`src/sv/ddo_pkg.sv`:
```
// ----------------------------------------------------------------------------
// ddo_pkg
// Shared types, widths and constants of the differential drive odometry block.
// ----------------------------------------------------------------------------
`default_nettype none

package ddo_pkg;

  // register indexes of the configuration port
  localparam logic [1:0] REG_WHEEL_BASE = 2'd0;
  localparam logic [1:0] REG_THRESHOLD  = 2'd1;

  localparam int CFG_IW = 2;
  localparam int CFG_DW = 31;
  localparam int THR_W  = 16;
  localparam int POS_W  = 32;

  localparam logic [30:0] WB_RESET   = 31'd26870;
  localparam logic [15:0] THR_RESET  = 16'd66;
  localparam logic signed [31:0] HALF_WB_RESET = 32'sd13435;

  // serial unit widths
  localparam int MUL_AW = 44;
  localparam int MUL_BW = 33;
  localparam int MUL_PW = MUL_AW + MUL_BW;
  localparam int DIV_NW = 64;
  localparam int DIV_DW = 33;
  localparam int SQ_RW  = 31;
  localparam int COR_W  = 34;
  localparam int CS_W   = 19;
  localparam int PX_W   = 43;
  localparam int TX_W   = 44;

  localparam int CORDIC_STEPS_DEF = 16;

  localparam logic [DIV_DW-1:0] Q16_TWO_PI_DIV = 33'd411775;
  localparam logic [63:0] OFFSET_LIMIT = 64'd1099511627776;
  localparam logic signed [COR_W-1:0] CORDIC_GAIN = 34'sd652032874;

  // arctangent of 2^-k in Q2.30
  localparam logic [29:0] ATAN_TAB [0:31] = '{
    30'd843314856, 30'd497837829, 30'd263043836, 30'd133525158, 30'd67021686,
    30'd33543515, 30'd16775850, 30'd8388437, 30'd4194282, 30'd2097149,
    30'd1048575, 30'd524287, 30'd262143, 30'd131071, 30'd65535, 30'd32767,
    30'd16383, 30'd8191, 30'd4095, 30'd2047, 30'd1023, 30'd511, 30'd255,
    30'd127, 30'd63, 30'd31, 30'd15, 30'd8, 30'd4, 30'd2, 30'd1, 30'd0
  };

  typedef enum logic [4:0] {
    ST_IDLE,
    ST_DECIDE,
    ST_NORM,
    ST_SQX,
    ST_SQY,
    ST_ROOT,
    ST_DIVX,
    ST_DIVY,
    ST_MOVE,
    ST_OFS_MUL,
    ST_OFS_DIV,
    ST_TH_DIV,
    ST_MOD_DIV,
    ST_CORDIC,
    ST_ROT,
    ST_FINISH
  } ddo_state_e;

  function automatic logic signed [31:0] sat32(input logic signed [63:0] v);
    logic signed [31:0] r;
    if (v > 64'sd2147483647) r = 32'sh7fffffff;
    else if (v < -64'sd2147483648) r = 32'sh80000000;
    else r = v[31:0];
    return r;
  endfunction

endpackage

`default_nettype wire

```
`src/sv/ddo_cordic.sv`:
```
// ----------------------------------------------------------------------------
// ddo_cordic
// Rotation mode CORDIC, one micro-rotation per cycle, Q3.16 cos and sin out.
// ----------------------------------------------------------------------------
`default_nettype none

module ddo_cordic #(
  parameter int CORDIC_STEPS = ddo_pkg::CORDIC_STEPS_DEF
) (
  input  logic                              clk_i,
  input  logic                              rst_ni,
  input  logic                              start_i,
  input  logic signed [ddo_pkg::COR_W-1:0]  z_i,
  input  logic                              flip_i,
  output logic                              done_o,
  output logic signed [ddo_pkg::CS_W-1:0]   cos_o,
  output logic signed [ddo_pkg::CS_W-1:0]   sin_o
);
  import ddo_pkg::*;

  localparam int CntW = $clog2(CORDIC_STEPS + 1);

  logic signed [COR_W-1:0] x_q, x_d, y_q, y_d, z_q, z_d;
  logic signed [COR_W-1:0] xs, ys, at, xf;
  logic signed [COR_W:0]   xr, yr;
  logic                    flip_q, flip_d;
  logic [CntW-1:0]         cnt_q, cnt_d;
  logic [4:0]              k;
  logic                    busy_q, busy_d, done_q, done_d;

  always_comb begin
    k      = 5'(cnt_q);
    xs     = x_q >>> k;
    ys     = y_q >>> k;
    at     = $signed(COR_W'(ATAN_TAB[k]));
    x_d    = x_q;
    y_d    = y_q;
    z_d    = z_q;
    flip_d = flip_q;
    cnt_d  = cnt_q;
    busy_d = busy_q;
    done_d = 1'b0;
    if (busy_q) begin
      if (!z_q[COR_W-1]) begin
        x_d = x_q - ys;
        y_d = y_q + xs;
        z_d = z_q - at;
      end else begin
        x_d = x_q + ys;
        y_d = y_q - xs;
        z_d = z_q + at;
      end
      cnt_d = cnt_q + CntW'(1);
      if (cnt_q == CntW'(CORDIC_STEPS - 1)) begin
        busy_d = 1'b0;
        done_d = 1'b1;
      end
    end else if (start_i) begin
      x_d    = CORDIC_GAIN;
      y_d    = '0;
      z_d    = z_i;
      flip_d = flip_i;
      cnt_d  = '0;
      busy_d = 1'b1;
    end
  end

  // round to Q3.16
  always_comb begin
    xf    = flip_q ? -x_q : x_q;
    xr    = (COR_W + 1)'(xf) + (COR_W + 1)'(8192);
    yr    = (COR_W + 1)'(y_q) + (COR_W + 1)'(8192);
    cos_o = CS_W'(xr >>> 14);
    sin_o = CS_W'(yr >>> 14);
  end

  always_ff @(posedge clk_i) begin
    x_q    <= x_d;
    y_q    <= y_d;
    z_q    <= z_d;
    flip_q <= flip_d;
  end

  always_ff @(posedge clk_i or negedge rst_ni) begin
    if (!rst_ni) begin
      cnt_q  <= '0;
      busy_q <= 1'b0;
      done_q <= 1'b0;
    end else begin
      cnt_q  <= cnt_d;
      busy_q <= busy_d;
      done_q <= done_d;
    end
  end

  assign done_o = done_q;

endmodule

`default_nettype wire

```
`config.mk`:
```
export PLATFORM = sky130hd
export DESIGN_NAME = ddo_cordic
export DESIGN_NICKNAME = d
export VERILOG_FILES = /design/src/sv/ddo_pkg.sv /design/src/sv/ddo_cordic.sv
export SDC_FILE = /design/constraint.sdc
export NUM_CORES = 1
export LEC_CHECK = 0
export ABC_AREA = 0
export BUFFER_PORTS_ARGS = -buffer_cell sky130_fd_sc_hd__buf_2
export CAP_MARGIN = 25
export CORE_ASPECT_RATIO = 1.5
export CORE_MARGIN = 3
export CORE_UTILIZATION = 50
export DETAILED_ROUTE_END_ITERATION = 16
export HOLD_SLACK_MARGIN = 0.12
export PLACE_DENSITY = 0.69
export SLEW_MARGIN = 0
export SYNTH_ARGS = -nofsm -noshare
export SYNTH_HDL_FRONTEND = slang
export SYNTH_SLANG_ARGS = --single-unit
```
`constraint.sdc`:
```
create_clock -name clk_i -period 11.8 [get_ports clk_i]
set_input_delay 0.59 -clock clk_i [delete_from_list [all_inputs] [get_ports clk_i]]
set_output_delay 0.59 -clock clk_i [all_outputs]
set_load 0.03 [all_outputs]
```
==> flow_metrics.tcl <==
set metrics [dict create \
    rsz0062_at_grt "no" \
    postCtsSetupBuffers 0 \
    drive_gt1_share_pct 13.66 \
    synth_area_mm2 0.01749 \
    end_kind "flop" \
    cts_hold_buf 1 \
    min_period_ns 7.721 \
    die_w_um 158.7 \
    status "finished clean" \
    ys_seq_area_share_pct 18.69 \
    grt_pass1_wl_um 94500 \
    io_pins 77 \
    diodes 0 \
    place_hpwl_um 46840 \
    rows 83 \
    core-area_mm2 0.03437 \
    portBuffers 76 \
    die_h_um 235.1 \
    syn-mean-instance-area_um2 8.349 \
    yosys.area.top_type "edfxtp_1" \
    timing.final.crit_share_pct 65.43 \
    synth.net_count 2252 \
    layout_setup_ws_ns 4.079 \
    die-area_mm2 0.03731 \
    finClkSkew_ns 0.02818 \
    start_util_pct 50.88 \
    ant_nets 0 \
    clk_pin_slew_ns 0.10 \
    area_growth_syn_to_layout_pct 4.864 \
    tightestPinTransition_ns 1.061 \
    grt_max_degree 73 \
    cp_slowest_cell "dfrtp_4" \
    worstSkewPairLatency_ns 0.41 \
    antenna_found_initial 0 \
    wl_per_cell_um 24.49 \
    pre_cts_slack_ns 4.221 \
    first_iter_violations 1596 \
    finalHoldViolations 0 \
    cap_violations 0 \
    ys_warn_count 0 \
    clock_path_buffers 2 \
    cts_buffers 9 \
    cp.buffers_inverters 1 \
    syn_inst 2095 \
    grt_pass1_vias 16440 \
    max_stage_delay_ns 0.98 \
    fmax_mhz 129.5 \
    vias 16960 \
    hp-class "in2reg" \
    layout.nets 2218 \
    path_class "reg2reg" \
    crit_path_max_fanout 60 \
    required_ns 12.07 \
    grt_usage_pct 32.10 \
    drc_errors 0 \
    setup_tns_ns 0 \
    synth_cell_types 91 \
    path_delay_family "compound AO/OA/AOI/OAI gates" \
    cts.sinks 110 \
    worstPathArrival_ns 7.99 \
    slew_violations 0 \
    synth.ff_latch_count 110 \
    ctsHtreeMaxLevel 3 \
    post_cts_resized 0 \
    fill_cells 3223 \
    root_buffer "clkbuf_16" \
    synthFlopType "edfxtp_1" \
    first_pass_iters 6 \
    drt_wl_total_um 62020 \
    grt.overflow.total 0 \
    synth_edf_count 103 \
    setup_viol_count_final 0 \
    slew_headroom_pct 27.45 \
    cts_tree "done" \
    gp_congestion 1.096 \
    async_flop_share_pct 6.364 \
    synth_top_cell_area_share_pct 17.68 \
    vias_per_cell 6.698 \
    cp_cell_sequence "buf_4, mux4_2, a222oi_1, o22ai_1, a2111oi_4, nand4_4, nor3_4, nand3_2, nor3b_1, o21a_1, o21ai_0, ha_1, and3_1, a21oi_1, o21ai_0, nor3_1, a211oi_1, a21o_1, o211ai_1, a21oi_1, a31oi_1, mux2i_1" \
    cp-start-kind "flop" \
    ys_top_cells_by_area "edfxtp_1 18%, mux4_2 9.4%, ha_1 8.3%" \
]
## per-stage QoR
stage	std cells	utilization [%]	hold slack (ns)	instance area (um^2)
5_1_grt	2532	53.36	0.3734	18340
6_report	2532	53.36	0.3750	18340
2_1_floorplan	2095	-	0.2944	17490
3_3_place_gp	2516	52.47	0.4391	18040
3_5_place_dp	2516	52.47	0.4363	18040
4_1_cts	2532	53.36	0.3655	18340
## state kept, by name (all words and copies together) (netlist names)
signal and cells:
cnt_q 5, busy_q 1, flip_q 1, y_q 34, x_q 34, z_q 34
done_o 1
## Yosys cell counts (7+ instances only)
library cell / instances
or3_1: 17
edfxtp_1: 103
xor2_1: 89
a31oi_1: 43
a22oi_1: 10
nor2_1: 201
nor3_1: 40
xnor2_1: 120
nand4_1: 14
o21ai_0: 112
a21o_1: 57
nand2b_1: 22
a221oi_1: 8
mux2_2: 57
a21oi_1: 159
mux2i_1: 68
nor3b_1: 10
dfrtp_1: 7
nor2b_1: 30
and3_1: 22
a211oi_1: 34
or2_2: 8
o21a_1: 19
o31ai_1: 17
o211ai_1: 22
nand2_1: 183
inv_1: 49
o22ai_1: 16
and2_1: 22
nor4_1: 8
mux4_2: 73
o21bai_1: 18
buf_2: 22
clkbuf_1: 83
nand3_1: 54
buf_1: 31
ha_1: 116
## placed cells by master, fill, tap and decap left out, types with 47 or more instances in the layout
master	count
a21o_1	57
a21oi_1	159
buf_2	76
edfxtp_1	103
ha_1	116
inv_1	47
mux2_2	57
mux2i_1	68
mux4_2	73
nand2_1	183
nand3_1	54
nor2_1	200
o21ai_0	112
xnor2_1	120
xor2_1	89
## layer usage
metal  global-route usage, %  wire length (um)  up-vias  part of all wire [%]
li1                        -                 -     7768                     -
met1                   35.41             22330     8120                    36
met2                   56.55             30450      802                    49
met3                   4.568              4015      270                   6.5
met4                   22.56              5228        0                   8.4
met5                       0                 0        -                     0
## cell type report
| type | count | area, um^2 | area share (%) |
|---|---|---|---|
| clock inverters | 6 | 70.07 | 0.3820 |
| repair buffers | 100 | 563.0 | 3.070 |
| inverters | 54 | 205.2 | 1.119 |
| multi-input cells | 1786 | 13410 | 73.13 |
| flip-flops and latches | 110 | 3281 | 17.89 |
| clock buffers | 9 | 225.2 | 1.228 |
| well taps | 467 | 584.3 | 3.186 |
## kinds of logic (layout without fill, tap and decap cells)
group | Yosys count | in the layout | share of synthesized area, %
xor gates and xnor gates | 209 | 209 | 10.47
buffers and inverters | 199 | 169 | 4.671
and+or+nand+nor | 669 | 669 | 18.64
DFF | 110 | 110 | 18.69
muxes | 199 | 199 | 17.03
AOI/OAI and AO/OA | 590 | 590 | 21.87
adders and majority gates | 119 | 119 | 8.642
## path summary, 6_finish.rpt
kind | start | endpoint | slack (ns) | depth (start not counted)
worst min-delay path | flip_i | flip_q | 0.37 | 1
worst min register to register | busy_q | busy_q | 0.61 | 2
worst max-delay path | cnt_q[1] | y_q[30] | 4.08 | 22
min in group asynchronous | rst_ni | done_o | 0.57 | 2
max in group asynchronous | rst_ni | cnt_q[1] | 11.05 | 2
worst max register to register | cnt_q[1] | y_q[30] | 4.08 | 22
Power is left out: the tool's default activity adds up to more than one toggle a clock period on the data nets, which glitch-free logic cannot reach.
