==> src/sv/ddo_pkg.sv <==
// ----------------------------------------------------------------------------
// ddo_pkg
// Shared types, widths and constants of the differential drive odometry block.
// ----------------------------------------------------------------------------
`default_nettype none

package ddo_pkg;

  // register indexes of the configuration port
  localparam logic [1:0] REG_WHEEL_BASE = 2'd0;
  localparam logic [1:0] REG_THRESHOLD  = 2'd1;

  localparam int CFG_IW = 2;
  localparam int CFG_DW = 31;
  localparam int THR_W  = 16;
  localparam int POS_W  = 32;

  localparam logic [30:0] WB_RESET   = 31'd26870;
  localparam logic [15:0] THR_RESET  = 16'd66;
  localparam logic signed [31:0] HALF_WB_RESET = 32'sd13435;

  // serial unit widths
  localparam int MUL_AW = 44;
  localparam int MUL_BW = 33;
  localparam int MUL_PW = MUL_AW + MUL_BW;
  localparam int DIV_NW = 64;
  localparam int DIV_DW = 33;
  localparam int SQ_RW  = 31;
  localparam int COR_W  = 34;
  localparam int CS_W   = 19;
  localparam int PX_W   = 43;
  localparam int TX_W   = 44;

  localparam int CORDIC_STEPS_DEF = 16;

  localparam logic [DIV_DW-1:0] Q16_TWO_PI_DIV = 33'd411775;
  localparam logic [63:0] OFFSET_LIMIT = 64'd1099511627776;
  localparam logic signed [COR_W-1:0] CORDIC_GAIN = 34'sd652032874;

  // arctangent of 2^-k in Q2.30
  localparam logic [29:0] ATAN_TAB [0:31] = '{
    30'd843314856, 30'd497837829, 30'd263043836, 30'd133525158, 30'd67021686,
    30'd33543515, 30'd16775850, 30'd8388437, 30'd4194282, 30'd2097149,
    30'd1048575, 30'd524287, 30'd262143, 30'd131071, 30'd65535, 30'd32767,
    30'd16383, 30'd8191, 30'd4095, 30'd2047, 30'd1023, 30'd511, 30'd255,
    30'd127, 30'd63, 30'd31, 30'd15, 30'd8, 30'd4, 30'd2, 30'd1, 30'd0
  };

  typedef enum logic [4:0] {
    ST_IDLE,
    ST_DECIDE,
    ST_NORM,
    ST_SQX,
    ST_SQY,
    ST_ROOT,
    ST_DIVX,
    ST_DIVY,
    ST_MOVE,
    ST_OFS_MUL,
    ST_OFS_DIV,
    ST_TH_DIV,
    ST_MOD_DIV,
    ST_CORDIC,
    ST_ROT,
    ST_FINISH
  } ddo_state_e;

  function automatic logic signed [31:0] sat32(input logic signed [63:0] v);
    logic signed [31:0] r;
    if (v > 64'sd2147483647) r = 32'sh7fffffff;
    else if (v < -64'sd2147483648) r = 32'sh80000000;
    else r = v[31:0];
    return r;
  endfunction

endpackage

`default_nettype wire

==> src/sv/ddo_sqrt.sv <==
// ----------------------------------------------------------------------------
// ddo_sqrt
// Floor integer square root, two radicand bits per cycle.
// ----------------------------------------------------------------------------
`default_nettype none

module ddo_sqrt (
  input  logic                         clk_i,
  input  logic                         rst_ni,
  input  logic                         start_i,
  input  logic [2*ddo_pkg::SQ_RW-1:0]  rad_i,
  output logic                         done_o,
  output logic [ddo_pkg::SQ_RW-1:0]    root_o
);
  import ddo_pkg::*;

  localparam int CntW = $clog2(SQ_RW + 1);
  localparam int RadW = 2 * SQ_RW;

  logic [RadW-1:0]  rad_q, rad_d;
  logic [SQ_RW+1:0] rem_q, rem_d;
  logic [SQ_RW-1:0] root_q, root_d;
  logic [CntW-1:0]  cnt_q, cnt_d;
  logic             busy_q, busy_d, done_q, done_d;
  logic [SQ_RW+3:0] sh, trial, diffv;

  always_comb begin
    sh     = {rem_q, rad_q[RadW-1:RadW-2]};
    trial  = {2'b00, root_q, 2'b01};
    diffv  = sh - trial;
    rad_d  = rad_q;
    rem_d  = rem_q;
    root_d = root_q;
    cnt_d  = cnt_q;
    busy_d = busy_q;
    done_d = 1'b0;
    if (busy_q) begin
      rad_d = {rad_q[RadW-3:0], 2'b00};
      if (sh >= trial) begin
        rem_d  = diffv[SQ_RW+1:0];
        root_d = {root_q[SQ_RW-2:0], 1'b1};
      end else begin
        rem_d  = sh[SQ_RW+1:0];
        root_d = {root_q[SQ_RW-2:0], 1'b0};
      end
      cnt_d = cnt_q + CntW'(1);
      if (cnt_q == CntW'(SQ_RW - 1)) begin
        busy_d = 1'b0;
        done_d = 1'b1;
      end
    end else if (start_i) begin
      rad_d  = rad_i;
      rem_d  = '0;
      root_d = '0;
      cnt_d  = '0;
      busy_d = 1'b1;
    end
  end

  always_ff @(posedge clk_i) begin
    rad_q  <= rad_d;
    rem_q  <= rem_d;
    root_q <= root_d;
  end

  always_ff @(posedge clk_i or negedge rst_ni) begin
    if (!rst_ni) begin
      cnt_q  <= '0;
      busy_q <= 1'b0;
      done_q <= 1'b0;
    end else begin
      cnt_q  <= cnt_d;
      busy_q <= busy_d;
      done_q <= done_d;
    end
  end

  assign done_o = done_q;
  assign root_o = root_q;

endmodule

`default_nettype wire

==> config.mk <==
export PLATFORM = sky130hd
export DESIGN_NAME = ddo_sqrt
export DESIGN_NICKNAME = d
export VERILOG_FILES = /design/src/sv/ddo_pkg.sv /design/src/sv/ddo_sqrt.sv
export SDC_FILE = /design/constraint.sdc
export NUM_CORES = 1
export LEC_CHECK = 0
export ABC_AREA = 1
export CAP_MARGIN = 20
export CORE_MARGIN = 5
export CORE_UTILIZATION = 40
export DETAILED_ROUTE_END_ITERATION = 10
export DONT_BUFFER_PORTS = 1
export GPL_TIMING_DRIVEN = 1
export HOLD_SLACK_MARGIN = 0.1
export PLACE_DENSITY = 0.54
export SYNTH_ARGS = -nofsm -noshare
export SYNTH_HDL_FRONTEND = slang
export SYNTH_SLANG_ARGS = --single-unit
==> constraint.sdc <==
create_clock -name clk_i -period 7 [get_ports clk_i]
set_input_delay 1.05 -clock clk_i [delete_from_list [all_inputs] [get_ports clk_i]]
set_output_delay 1.05 -clock clk_i [all_outputs]
set_load 0.005 [all_outputs]
==> flow_metrics.env <==
export IMPL_synth_nets=1311
export IMPL_first_pass_iters=5
export IMPL_slowest_stage="nor2_4"
export IMPL_clk_path_buf_depth=2
export IMPL_grt_pass1_vias=7040
export IMPL_ys_types=32
export IMPL_antenna_found_initial=0
export IMPL_period_minus_slack_ps=3000
export IMPL_cts_resized=0
export IMPL_postCtsSetupBuffers=0
export IMPL_io_buffers=0
export IMPL_yosysSeqAreaShare_pct=44.7
export IMPL_nFillCells=2256
export IMPL_place_area_mm2=0.00903
export IMPL_wire_per_inst_um=14.4
export IMPL_antenna_cells=0
export IMPL_syn_to_final_growth_pct=9.30
export IMPL_tritoncts="yes"
export IMPL_path_cells="inv_1 > ha_1 > nand2_1 > nor2_1 > nand2_2 > nor2_1 > nand2_1 > nand3_2 > nor2_4 > nand2_8 > inv_6 > nor2_1 > nor2_1"
export IMPL_postCtsHoldBufs=0
export IMPL_cp_required_ps=7280
export IMPL_clockPowerShare_pct=15.6
export IMPL_die_area_mm2=0.0251
export IMPL_tightestPinTransition_ps=905
export IMPL_rsz0062_at_grt="no"
export IMPL_gr_usage_all_layers_pct=17.8
export IMPL_seq_power_share_pct=28.7
export IMPL_ys_flop_type="edfxtp_1"
export IMPL_core_mm2=0.0218
export IMPL_switching_share_pct=47.5
export IMPL_dr_total_vias=7069
export IMPL_crit_path_start_kind="flip-flop"
export IMPL_grt_pass1_wl_um=35400
export IMPL_outcome="completed"
export IMPL_finalNetCount=1298
export IMPL_rrSetupSlack_ps=4000
export IMPL_r2r_end="rem_q[28]$_SDFFCE_PN0P_"
export IMPL_slew_headroom_pct=39.7
export IMPL_r2r_start="root_o[9]$_SDFFCE_PN0P_"
export IMPL_syn_area_mm2=0.00882
export IMPL_cts_sinks=133
export IMPL_wl_met1_um=10100
export IMPL_final_setup_viol_count=0
export IMPL_comb_power_share_pct=55.7
export IMPL_powerDensity_mw_per_mm2=605
export IMPL_layout_drive_gt1_share_pct=8.42
export IMPL_drv_cap=0
export IMPL_crit_fanout=26
export IMPL_routed_top_layer="met4"
export IMPL_fin_setup_tns_ps=0
export IMPL_syn_inst=1211
export IMPL_async_reset_ff_share_pct=5.26
export IMPL_cts_root_buf="clkbuf_16"
export IMPL_crit_top_cell="nor2_1"
export IMPL_max_freq_ghz=0.333
export IMPL_synth_edf_count=124
export IMPL_max_stage_delay_ps=670
export IMPL_fin_crit_sh_pct=42.9
export IMPL_drc=0
export IMPL_ys_ff_latch=133
export IMPL_grt_max_degree=84
export IMPL_die_h_um=159
export IMPL_wl_met2_um=9980
export IMPL_die_w_um=159
export IMPL_reg2reg_depth=13
export IMPL_syn_avg_cell_area_um2=7.28
export IMPL_finalWirelength_um=21500
export IMPL_fin_area_mm2=0.00964
export IMPL_hp_class="in -> async"
export IMPL_cts_buffers=17
export IMPL_htree_levels=4
export IMPL_startpoint="root_o[9]$_SDFFCE_PN0P_"
export IMPL_clock_latency_ps=430
export IMPL_path_clk_slew_ps=70
export IMPL_drtAntennaViolNets=0
export IMPL_power_switching_w=0.00277
export IMPL_timing_hold_ws_ps=307
export IMPL_critPathArrivalTime_ps=3280
export IMPL_wl_met3_um=1250
export IMPL_hold_violations=0
export IMPL_grt_overflow=0
export IMPL_clock_skew_ps=10.2
export IMPL_post_dp_hpwl_um=15200
export IMPL_ys_warn_count=0
export IMPL_place_congestion=0.875
export IMPL_first_iter_violations=414
export IMPL_start_util_pct=40.5
export IMPL_critPathKind="reg -> reg"
export IMPL_peakVddDrop_mv=0.247
export IMPL_p_int_w=0.00306
export IMPL_endpoint="rem_q[28]$_SDFFCE_PN0P_"
export IMPL_via_per_inst=4.74
export IMPL_cp_end_kind="flip-flop"
export IMPL_io_pins=97
export IMPL_maxSlewViolCount=0
export IMPL_p_leak_nw=5.24
export IMPL_rows=54
==> synth_stat cells (2+ instances only) <==
master	instances	area share [%]
o21ai_0	9	0.51
buf_6	3	0.38
nand2_1	460	20
nor2_1	79	3.4
dfrtp_1	7	2.0
inv_1	220	9.4
dfxtp_1	2	0.45
buf_1	8	0.34
a21oi_2	3	0.30
inv_2	8	0.34
nor2_2	42	3.0
and2_1	5	0.35
clkbuf_1	20	0.85
buf_2	4	0.23
a21oi_1	20	1.1
ha_1	35	5.0
nor3_1	5	0.28
nand3b_1	4	0.34
nand4_1	11	0.78
nand3_1	113	6.4
nand2_2	5	0.35
edfxtp_1	124	42
xor2_1	14	1.4
nand3_2	2	0.23
==> area by class of cell <==
class | instances | area [µm²] | share of cell area [%]
tap | 280 | 350 | 3.63
multi-input combinational | 814 | 3860 | 40.0
clock inverter | 15 | 163 | 1.69
clock buffer | 17 | 425 | 4.41
inverter | 229 | 867 | 8.99
timing repair buffer | 3 | 35.0 | 0.363
sequential | 133 | 3940 | 40.9
==> placed cells by master, fill, tap and decap left out, types with 2 or more instances in the layout <==
cell          n
nand2_2       5
clkinvlp_4    3
nand3_2       2
nor2_2       42
nand3_1     113
dfxtp_1       2
xor2_1       14
a21oi_2       3
inv_1       219
nand3b_1      4
o21ai_0       9
nand4_1      11
ha_1         35
nor2_1       79
inv_8         4
buf_4         2
nand2_1     460
clkbuf_16    17
inv_6         5
inv_2         8
and2_1        5
edfxtp_1    124
dfrtp_1       6
nor3_1        5
a21oi_1      20
==> how the worst min path moves through the flow <==
| stage | start | to | slack [ps] | depth (start not counted) |
|---|---|---|---|---|
| after CTS | rst_ni | cnt_q[1]$_DFFE_PN0P_ | 290 | 0 |
| after floorplan | rad_q[0]$_SDFFE_PP0P_ | rad_q[0]$_SDFFE_PP0P_ | 450 | 2 |
| after global routing | rst_ni | cnt_q[1]$_DFFE_PN0P_ | 280 | 0 |
| final | rst_ni | cnt_q[1]$_DFFE_PN0P_ | 310 | 0 |
| after global placement | rad_q[0]$_SDFFE_PP0P_ | rad_q[0]$_SDFFE_PP0P_ | 460 | 2 |
| after detailed placement | rad_q[1]$_SDFFE_PP0P_ | rad_q[1]$_SDFFE_PP0P_ | 460 | 2 |
==> metrics by stage <==
step | util [%] | total power, W | instances | setup WS [ps]
floorplan | - | 0.00421 | 1211 | 2660
global placement | 41.5 | 0.00492 | 1458 | 3990
detailed placement | 41.5 | 0.00494 | 1458 | 3980
CTS | 44.2 | 0.00588 | 1490 | 3970
global route | 44.3 | 0.00645 | 1491 | 3760
finish | 44.3 | 0.00583 | 1491 | 4000
==> registers in the layout, indices dropped and copies added, names as in the netlist <==
name    cells
rem_q      33
done_o      1
busy_q      1
cnt_q       5
root_o     31
rad_q      62
==> layer usage <==
layer / up-vias / global-route usage, %
li1: 3717 / -
met1: 3187 / 23.9
met2: 155 / 29.0
met3: 10 / 5.00
met4: 0 / 3.78
met5: - / 0
==> power by group through the flow <==
stage                     clock network, W  logic (W)  registers [W]
after CTS                         0.000930    0.00327        0.00169
after detailed placement                 0    0.00324        0.00170
after global routing              0.000960    0.00377        0.00172
after global placement                   0    0.00323        0.00169
final                             0.000911    0.00325        0.00167
after floorplan                          0    0.00260        0.00161
==> cells by family after synthesis <==
| group | count (synthesis) | share of synthesized area (%) |
|---|---|---|
| AO/OA/AOI/OAI | 34 | 2.10 |
| adder cells (fa/ha/maj) | 35 | 4.96 |
| flip-flops | 133 | 44.7 |
| XOR/XNOR | 14 | 1.39 |
| AND/OR/NAND/NOR | 731 | 35.3 |
| buffers and inverters | 264 | 11.6 |
==> worst max-delay path: cells and delay by family, from the launching register on <==
| kind | cells | cell delay, ps |
|---|---|---|
| AND/OR/NAND/NOR | 10 | 1600 |
| flip-flops | 1 | 440 |
| buffers and inverters | 2 | 400 |
| adder cells (fa/ha/maj) | 1 | 370 |
(Power assumes the default switching activity.)
