`config.mk`:
```
export PLATFORM = sky130hd
export DESIGN_NAME = ddo_mul
export DESIGN_NICKNAME = d
export VERILOG_FILES = /design/src/sv/ddo_pkg.sv /design/src/sv/ddo_mul.sv
export SDC_FILE = /design/constraint.sdc
export NUM_CORES = 1
export LEC_CHECK = 0
export ABC_AREA = 1
export BUFFER_PORTS_ARGS = -buffer_cell sky130_fd_sc_hd__buf_2
export CAP_MARGIN = 20
export CORE_MARGIN = 2
export CORE_UTILIZATION = 51
export DETAILED_ROUTE_END_ITERATION = 10
export HOLD_SLACK_MARGIN = 0.12
export PLACE_DENSITY = 0.77
export SYNTH_ARGS = -nofsm -noshare
export SYNTH_HDL_FRONTEND = slang
export SYNTH_SLANG_ARGS = --single-unit
```
`constraint.sdc`:
```
create_clock -name clk_i -period 2.41 [get_ports clk_i]
set_input_delay 0.241 -clock clk_i [delete_from_list [all_inputs] [get_ports clk_i]]
set_output_delay 0.241 -clock clk_i [all_outputs]
set_load 0.02 [all_outputs]
```
`src/sv/ddo_pkg.sv`:
```
// ----------------------------------------------------------------------------
// ddo_pkg
// Shared types, widths and constants of the differential drive odometry block.
// ----------------------------------------------------------------------------
`default_nettype none

package ddo_pkg;

  // register indexes of the configuration port
  localparam logic [1:0] REG_WHEEL_BASE = 2'd0;
  localparam logic [1:0] REG_THRESHOLD  = 2'd1;

  localparam int CFG_IW = 2;
  localparam int CFG_DW = 31;
  localparam int THR_W  = 16;
  localparam int POS_W  = 32;

  localparam logic [30:0] WB_RESET   = 31'd26870;
  localparam logic [15:0] THR_RESET  = 16'd66;
  localparam logic signed [31:0] HALF_WB_RESET = 32'sd13435;

  // serial unit widths
  localparam int MUL_AW = 44;
  localparam int MUL_BW = 33;
  localparam int MUL_PW = MUL_AW + MUL_BW;
  localparam int DIV_NW = 64;
  localparam int DIV_DW = 33;
  localparam int SQ_RW  = 31;
  localparam int COR_W  = 34;
  localparam int CS_W   = 19;
  localparam int PX_W   = 43;
  localparam int TX_W   = 44;

  localparam int CORDIC_STEPS_DEF = 16;

  localparam logic [DIV_DW-1:0] Q16_TWO_PI_DIV = 33'd411775;
  localparam logic [63:0] OFFSET_LIMIT = 64'd1099511627776;
  localparam logic signed [COR_W-1:0] CORDIC_GAIN = 34'sd652032874;

  // arctangent of 2^-k in Q2.30
  localparam logic [29:0] ATAN_TAB [0:31] = '{
    30'd843314856, 30'd497837829, 30'd263043836, 30'd133525158, 30'd67021686,
    30'd33543515, 30'd16775850, 30'd8388437, 30'd4194282, 30'd2097149,
    30'd1048575, 30'd524287, 30'd262143, 30'd131071, 30'd65535, 30'd32767,
    30'd16383, 30'd8191, 30'd4095, 30'd2047, 30'd1023, 30'd511, 30'd255,
    30'd127, 30'd63, 30'd31, 30'd15, 30'd8, 30'd4, 30'd2, 30'd1, 30'd0
  };

  typedef enum logic [4:0] {
    ST_IDLE,
    ST_DECIDE,
    ST_NORM,
    ST_SQX,
    ST_SQY,
    ST_ROOT,
    ST_DIVX,
    ST_DIVY,
    ST_MOVE,
    ST_OFS_MUL,
    ST_OFS_DIV,
    ST_TH_DIV,
    ST_MOD_DIV,
    ST_CORDIC,
    ST_ROT,
    ST_FINISH
  } ddo_state_e;

  function automatic logic signed [31:0] sat32(input logic signed [63:0] v);
    logic signed [31:0] r;
    if (v > 64'sd2147483647) r = 32'sh7fffffff;
    else if (v < -64'sd2147483648) r = 32'sh80000000;
    else r = v[31:0];
    return r;
  endfunction

endpackage

`default_nettype wire

```
`src/sv/ddo_mul.sv`:
```
// ----------------------------------------------------------------------------
// ddo_mul
// Serial shift-add multiplier, one multiplier bit per cycle, unsigned.
// ----------------------------------------------------------------------------
`default_nettype none

module ddo_mul (
  input  logic                        clk_i,
  input  logic                        rst_ni,
  input  logic                        start_i,
  input  logic [ddo_pkg::MUL_AW-1:0]  a_i,
  input  logic [ddo_pkg::MUL_BW-1:0]  b_i,
  output logic                        done_o,
  output logic [ddo_pkg::MUL_PW-1:0]  prod_o
);
  import ddo_pkg::*;

  localparam int CntW = $clog2(MUL_BW + 1);

  logic [MUL_AW-1:0] a_q, a_d;
  logic [MUL_PW-1:0] p_q, p_d;
  logic [CntW-1:0]   cnt_q, cnt_d;
  logic              busy_q, busy_d, done_q, done_d;
  logic [MUL_AW:0]   sum;

  always_comb begin
    sum    = {1'b0, p_q[MUL_PW-1:MUL_BW]} + (p_q[0] ? {1'b0, a_q} : '0);
    a_d    = a_q;
    p_d    = p_q;
    cnt_d  = cnt_q;
    busy_d = busy_q;
    done_d = 1'b0;
    if (busy_q) begin
      p_d   = {sum, p_q[MUL_BW-1:1]};
      cnt_d = cnt_q + CntW'(1);
      if (cnt_q == CntW'(MUL_BW - 1)) begin
        busy_d = 1'b0;
        done_d = 1'b1;
      end
    end else if (start_i) begin
      a_d    = a_i;
      p_d    = {{MUL_AW{1'b0}}, b_i};
      cnt_d  = '0;
      busy_d = 1'b1;
    end
  end

  always_ff @(posedge clk_i) begin
    a_q <= a_d;
    p_q <= p_d;
  end

  always_ff @(posedge clk_i or negedge rst_ni) begin
    if (!rst_ni) begin
      cnt_q  <= '0;
      busy_q <= 1'b0;
      done_q <= 1'b0;
    end else begin
      cnt_q  <= cnt_d;
      busy_q <= busy_d;
      done_q <= done_d;
    end
  end

  assign done_o = done_q;
  assign prod_o = p_q;

endmodule

`default_nettype wire

```
==> results of run 1 <==
## cells in the final DEF, fill, tap and decap left out, types with 2 or more instances in the layout
cell type      netlist  final
a21oi_1             64     34
nand3_2              9     16
clkinvlp_4           0      2
nand2_8              0      2
buf_2                5    157
nand2_2             11     95
edfxtp_1           121    121
nor2_1              98     57
inv_1              207    176
a21oi_4              0      5
nor3_2               0      2
o21ai_0             25     21
nand3_4              0      8
nand3_1             43     28
o21ai_1              2      5
ha_1                46      4
nand2_1            455    346
inv_2                5     33
nand4_1              5      5
buf_6                0     15
nor3_1               4      2
nor2_4               4     24
ha_4                 0     42
buf_12               0      4
nand2_4              1     24
nor2_2               8     29
dlygate4sd3_1        0     78
dfrtp_1              8      7
a21oi_2              1     26
clkbuf_16            0     20
o21bai_1             6      5
inv_6                0      6
buf_4                0     92
inv_8                0      4
## registers in the layout, summed over array words and instances (netlist names)
name / count
a_q: 44
done_o: 1
prod_o: 77
cnt_q: 6
busy_q: 1
## worst min-delay path by stage
stage                          end  slack (ns)
after floorplan             busy_q       -0.05
after global placement      done_o        0.10
after detailed placement    done_o         0.1
after CTS                 cnt_q[0]        0.15
after global routing      cnt_q[5]        0.18
final                     cnt_q[0]        0.16
## layer usage
metal,part of all wire,vias up,track usage
li1,-,4298,-
met4,0.032,0,0.09558
met2,0.50,460,0.5170
met1,0.40,4268,0.3946
met3,0.071,87,0.06130
met5,0,-,0
## kinds of logic (layout without fill, tap and decap cells)
family / Yosys count / count (layout) / synth area share
flip-flops: 129 / 129 / 0.4535
AO/OA/AOI/OAI: 100 / 100 / 0.06186
buffers and inverters: 230 / 594 / 0.1029
adder cells (fa/ha/maj): 47 / 47 / 0.07045
AND/OR/NAND/NOR: 642 / 642 / 0.3114
## worst max-delay path, cell delays in order, from the launching register on
cell and delay (ns):
edfxtp_1 0.43, buf_12 0.19, buf_12 0.15, nand2_4 0.06, inv_4 0.04, ha_4 0.15, fa_2 0.38, nand2_2 0.11
nand3_2 0.10, nand3_2 0.12, nand2_4 0.07, nand2_2 0.07, nand2_2 0.06, nand2_2 0.08, nand2_2 0.06, nand2_1 0.06
nand2_1 0.05, nand2_1 0.07, inv_1 0.04
## area by class of cell
cell class	instances	area, um2	area share
Multi-Input combinational cell	789	5205	0.3909
Tap cell	220	275.3	0.02067
Clock buffer	17	425.4	0.03195
Sequential cell	129	3835	0.2880
Clock inverter	15	165.2	0.01240
Inverter	212	802.0	0.06023
Timing Repair Buffer	350	2609	0.1959
## report_power, final
| part | switching [mW] | internal (mW) | leakage [nW] | total [mW] |
|---|---|---|---|---|
| Combinational | 7.70 | 5.47 | 5.04 | 13.2 |
| Sequential | 0.745 | 3.65 | 1.31 | 4.39 |
| Clock | 1.19 | 1.47 | 0.290 | 2.66 |
## synthesized netlist by cell type
cell / n / area (um2)
nand2_1: 455 / 1708
inv_1: 207 / 777.0
edfxtp_1: 121 / 3633
nor2_1: 98 / 367.9
a21oi_1: 64 / 320.3
ha_1: 46 / 575.6
nand3_1: 43 / 215.2
o21ai_0: 25 / 125.1
clkbuf_1: 11 / 41.29
nand2_2: 11 / 68.82
nand3_2: 9 / 90.09
dfrtp_1: 8 / 200.2
nor2_2: 8 / 50.05
o21bai_1: 6 / 45.04
buf_2: 5 / 25.02
inv_2: 5 / 18.77
nand4_1: 5 / 31.28
nor2_4: 4 / 45.04
nor3_1: 4 / 20.02
and2_1: 2 / 12.51
buf_1: 2 / 7.510
o21ai_1: 2 / 10.01
a21oi_2: 1 / 8.760
a31oi_1: 1 / 6.260
fa_1: 1 / 20.02
nand2_4: 1 / 11.26
nor4_1: 1 / 6.260
o21a_1: 1 / 7.510
or2_1: 1 / 6.260
## timing repair
| action | in CTS | in global routing |
|---|---|---|
| hold buffers | 78 | 0 |
| resized for setup | 109 | 264 |
| cloned | 1 | 3 |
| hold endpoints to repair | 85 | 0 |
| pin swaps | 20 | 65 |
| setup endpoints to repair | 30 | 37 |
| setup buffers | 7 | 13 |
## through the flow
step	cell area (um2)	worst slack (ns)	hold WS [ns]	total power, mW	util
after floorplan	8461	0.03110	-0.05459	9.878	-
after global placement	10140	-0.09299	0.1015	13.24	0.6182
after global routing	13320	-0.2390	0.1828	21.36	0.8116
after detailed placement	10140	-0.1769	0.09724	13.40	0.6182
after CTS	12130	-0.01260	0.1514	17.36	0.7393
final	13320	-0.1434	0.1634	20.22	0.8116
==> impl_metrics.csv, run 1 <==
group,metric,value,unit
status,status,"finished, violations left",
status,violations,"setup timing",
min_path,min_from,"start_i",
synthesis,synth-seq-cells,129,
clock_network,root_buffer,"clkbuf_16",
layout,drive_gt1_frac,0.4087,
floorplan,die_w,132.8,um
timing,hold_viol,0,
layout,insertedDiodeCount,0,
global_route,grt_max_degree,43,
clock_network,cts_buffer_depth,2,
routing,drc,0,
synthesis,synthDistinctLibCells,29,
synthesis,syn_inst,1148,
clock_network,cts_tree,"yes",
synthesis,postSynthAreaPerCell,7.364,um2
worst_setup_path,reg2reg_depth,18,
timing,fin_ws,-0.1434,ns
timing,tightestPinTransition,0.6340,ns
synthesis,synth_warnings,0,
worst_setup_path,crit_type,"flop to flop",
timing,fmax,391.6,MHz
routing,viasPerCell,5.262,
layout,syn_to_final_growth,57.51,%
floorplan,dieArea,17620,um2
min_path,hold_path_class,"input port to flop",
clock_network,cts_max_level,4,
clock_network,clock_latency,0.44,ns
synthesis,ys_seq_area_frac,0.4535,
worst_setup_path,cp_max_fo,6,
global_route,grt_antenna_before_repair,0,
global_route,grt_overflow,0,
worst_setup_path,ff2ff_setup_slack,-0.14,ns
placed_design,dpl.cell_count,1598,
worst_setup_path,cp-end-kind,"flop",
layout,stdcell_count,1732,
global_route,grt_pass1_vias,8550,
worst_setup_path,cp.arrival,2.75,ns
timing,finalSetupTns,-1.602,ns
global_route,grt_pass1_wl,42.03,mm
layout,fill_cells,940,
worst_setup_path,rr_endpoint,"prod_o[76]",
power,vdd_drop_max,0.0008755,V
worst_setup_path,endpoint,"prod_o[76]",
timing,slew_violations,0,
synthesis,synth_area,8454,um2
placed_design,gp_congestion,0.9552,
clock_network,cts_sinks,129,
synthesis,syn_nets,1275,
worst_setup_path,cp_data_required_time,2.60,ns
timing,slew_headroom,0.5768,
layout,final_nets,1626,
placed_design,port_buffers,157,
worst_setup_path,r2r_start,"prod_o[0]",
timing,grt_setup_unrepaired,"true",
power,p_leak,6.637,nW
routing,num_vias,9113,
global_route,track_usage,0.3049,
timing,min_period,2.553,ns
floorplan,rows,47,
floorplan,start_util,0.5153,
clock_network,cts_buffers,17,
timing,finalClockSkew,0.01476,ns
timing,setup_viol,27,
routing,drt_iter0_drc,774,
worst_setup_path,startpoint,"prod_o[0]",
worst_setup_path,start_kind,"flop",
min_path,hold_depth,4,
job,cap_violations,0,
timing,period_share,1.060,
clock_network,clk_pin_slew,0.07,ns
placed_design,dp_hpwl,17.86,mm
floorplan,ios,158,
power,pwr_density_cell,1518,nW/um2
routing,wl_per_cell,17.24,um
routing,wirelength,29.86,mm
routing,drt.antenna.violating_nets,0,
floorplan,core_area,16410,um2
routing,dr.pass1.iters,5,
floorplan,die_y,132.8,um
Note: power is estimated with default switching activity, not from simulation.
==> run 2, diff against run 1 <==
- ABC_AREA: 1 -> unset
- CORE_UTILIZATION: 51 -> 50
==> run 2 against run 1 <==
The run still ends with setup timing left; die area down 10%; worst hold slack worse by 0.029 ns; worst setup slack worse by 0.61 ns; critical endpoint is now prod_o[72].
==> impl_metrics.csv, run 2 <==
group,metric,value,unit
routing,drt.antenna.violating_nets,0,
worst_setup_path,start_kind,"flop",
synthesis,ys_seq_area_frac,0.5170,
routing,wirelength,23.80,mm
floorplan,ios,158,
layout,fin_util,0.8020,
timing,slew_headroom,0.6718,
synthesis,syn_inst,649,
floorplan,start_util,0.5102,
layout,syn_to_final_growth,57.21,%
floorplan,die_y,125.8,um
worst_setup_path,cp_max_fo,22,
layout,multi_input_area,4050,um2
clock_network,cts_buffer_depth,2,
global_route,grt_max_degree,42,
layout,seq_area,3835,um2
worst_setup_path,critPathBufInv,1,
synthesis,async_reset_ff_frac,0.06202,
synthesis,syn_nets,776,
timing,grt_setup_unrepaired,"true",
power,pwr_density_cell,1635,nW/um2
synthesis,synth-seq-cells,129,
timing,fin_ws,-0.7504,ns
synthesis,synth_area,7415,um2
synthesis,synthTopCellsByCount,"edfxtp_1, nor2_1, a21oi_1",
power,finalPower,19.06,mW
routing,wl_per_cell,19.04,um
power,p_leak,5.145,nW
min_path,hold_path_class,"input port to flop",
worst_setup_path,crit_chain,"buf_6, and2_1, ha_1, a21o_1, a21o_1, a221o_1, o2bb2ai_1, a311o_1, a41o_1, a31oi_2, mux2i_1",
clock_network,cts_tree,"yes",
clock_network,clock_latency,0.43,ns
worst_setup_path,slowest_stage,"edfxtp_1",
timing,finalClockSkew,0.008152,ns
routing,num_vias,7119,
clock_network,root_buffer,"clkbuf_16",
layout,fin_area,11660,um2
status,status,"finished, violations left",
power,comb_power_share,0.632,
power,p_sw_frac,0.4136,
global_route,grt_antenna_before_repair,0,
power,clkPwrFrac,0.139,
global_route,grt_pass1_wl,36.66,mm
synthesis,postSynthAreaPerCell,11.42,um2
synthesis,synthDistinctLibCells,64,
global_route,track_usage,0.2915,
worst_setup_path,cp.arrival,3.34,ns
power,p_sw,7.885,mW
power,vdd_drop_max,0.0009540,V
floorplan,dieArea,15820,um2
layout,insertedDiodeCount,0,
worst_setup_path,cp_data_required_time,2.59,ns
global_route,grt_pass1_vias,7418,
routing,viasPerCell,5.695,
timing,hold_viol,0,
placed_design,place_area,9570,um2
timing,period_share,1.311,
clock_network,cts_max_level,4,
routing,drt_iter0_drc,500,
layout,fill_cells,837,
synthesis,synth_warnings,0,
worst_setup_path,cp_slowest_stage_delay,0.42,ns
floorplan,die_w,125.8,um
synthesis,synth.top_cell.area_share,0.4900,
routing,dr.pass1.iters,5,
synthesis,synth_edf_count,121,
power,p_int,11.18,mW
clock_network,clk_pin_slew,0.06,ns
timing,fmax,316.4,MHz
synthesis,synthFlopType,"edfxtp_1",
layout,final_nets,1181,
synthesis,synth_most_common_cell,"edfxtp_1",
layout,final_cell_mix,"buf_4, buf_2, edfxtp_1",
timing,setup_viol,35,
job,cap_violations,0,
layout,largest_register_ffs,77,
floorplan,rows,44,
floorplan,core_area,14530,um2
timing,slew_violations,0,
synthesis,yosys.area.top_type,"edfxtp_1",
placed_design,dp_hpwl,14.68,mm
worst_setup_path,crit_family,"compound AO/OA/AOI/OAI gates",
worst_setup_path,crit_top_cell,"a21o_1",
worst_setup_path,crit_type,"flop to flop",
timing,tightestPinTransition,0.4911,ns
global_route,grt_overflow,0,
placed_design,gp_congestion,0.9350,
timing,finalSetupTns,-16.59,ns
clock_network,cts_sinks,129,
routing,drc,0,
worst_setup_path,cp-end-kind,"flop",
layout,layout_commonest_cell,"buf_4",
placed_design,port_buffers,157,
placed_design,pre_cts_slack,-0.7573,ns
clock_network,cts_buffers,17,
synthesis,synth.area.top_cells,"edfxtp_1, ha_1, mux2_2",
layout,drive_gt1_frac,0.4737,
timing,min_period,3.160,ns
status,violations,"setup timing",
power,seqPwrFrac,0.229,
==> run 2: path summary, 6_finish.rpt <==
path | from | end | slack, ns | depth (start not counted)
max reg2reg | prod_o[0] | prod_o[72] | -0.75 | 11
min | b_i[19] | prod_o[19] | 0.13 | 2
max in group asynchronous | rst_ni | busy_q | 1.96 | 2
min in group asynchronous | rst_ni | done_o | 0.26 | 2
max | prod_o[0] | prod_o[72] | -0.75 | 11
min reg2reg | cnt_q[5] | cnt_q[5] | 0.50 | 1
==> run 2: layer usage <==
layer	up-vias	GRT usage	wire length, um
met5	-	0	0
met4	0	0.1319	1047
met3	93	0.07689	1581
met2	343	0.5103	12060
met1	3437	0.3356	9108
li1	3246	-	-
==> run 2: metrics by stage <==
| step | hold slack, ns | cells |
|---|---|---|
| floorplan | -0.05459 | 649 |
| finish | 0.1345 | 1250 |
| CTS | 0.1207 | 1240 |
| detailed placement | 0.09377 | 1127 |
| global route | 0.1211 | 1250 |
| global placement | 0.08289 | 1127 |
==> run 2: cell families after synthesis <==
group / synth area share
AND/OR/NAND/NOR: 0.1396
buffers and inverters: 0.02818
multiplexers: 0.05822
adder cells (fa/ha/maj): 0.08032
AO/OA/AOI/OAI: 0.1401
XOR/XNOR: 0.03662
flip-flops: 0.5170
==> run 2: worst reg2reg max path, stage by stage, from the launching register on <==
cell	delay, ns
edfxtp_1	0.42
buf_6	0.19
and2_1	0.20
ha_1	0.32
a21o_1	0.20
a21o_1	0.19
a221o_1	0.38
o2bb2ai_1	0.16
a311o_1	0.33
a41o_1	0.23
a31oi_2	0.19
mux2i_1	0.09
==> run 2: power groups by stage <==
stage          clock network, mW  registers, mW  logic (mW)
2_1_floorplan                  0           5.04        5.00
3_3_place_gp                   0           4.25        9.56
3_5_place_dp                   0           4.28        9.83
4_1_cts                     2.66           4.34        11.2
5_1_grt                     2.76           4.47        12.8
6_report                    2.65           4.37        12.0
==> run 2: timing repair <==
item / 4_1_cts / 5_1_grt
endpoints found under the setup margin: 37 / 38
gates cloned: 1 / 0
gates resized for setup: 85 / 24
pin swaps: 26 / 16
hold endpoints to repair: 75 / 0
setup buffers: 15 / 10
hold buffers: 66 / 0
==> run 2: layout make-up <==
cell class	count	area share
tap	184	0.01975
sequential	129	0.3290
clock buffer	19	0.03714
inverter	13	0.004508
clock inverter	12	0.01363
multi-input combinational	481	0.3475
timing repair buffer	412	0.2485
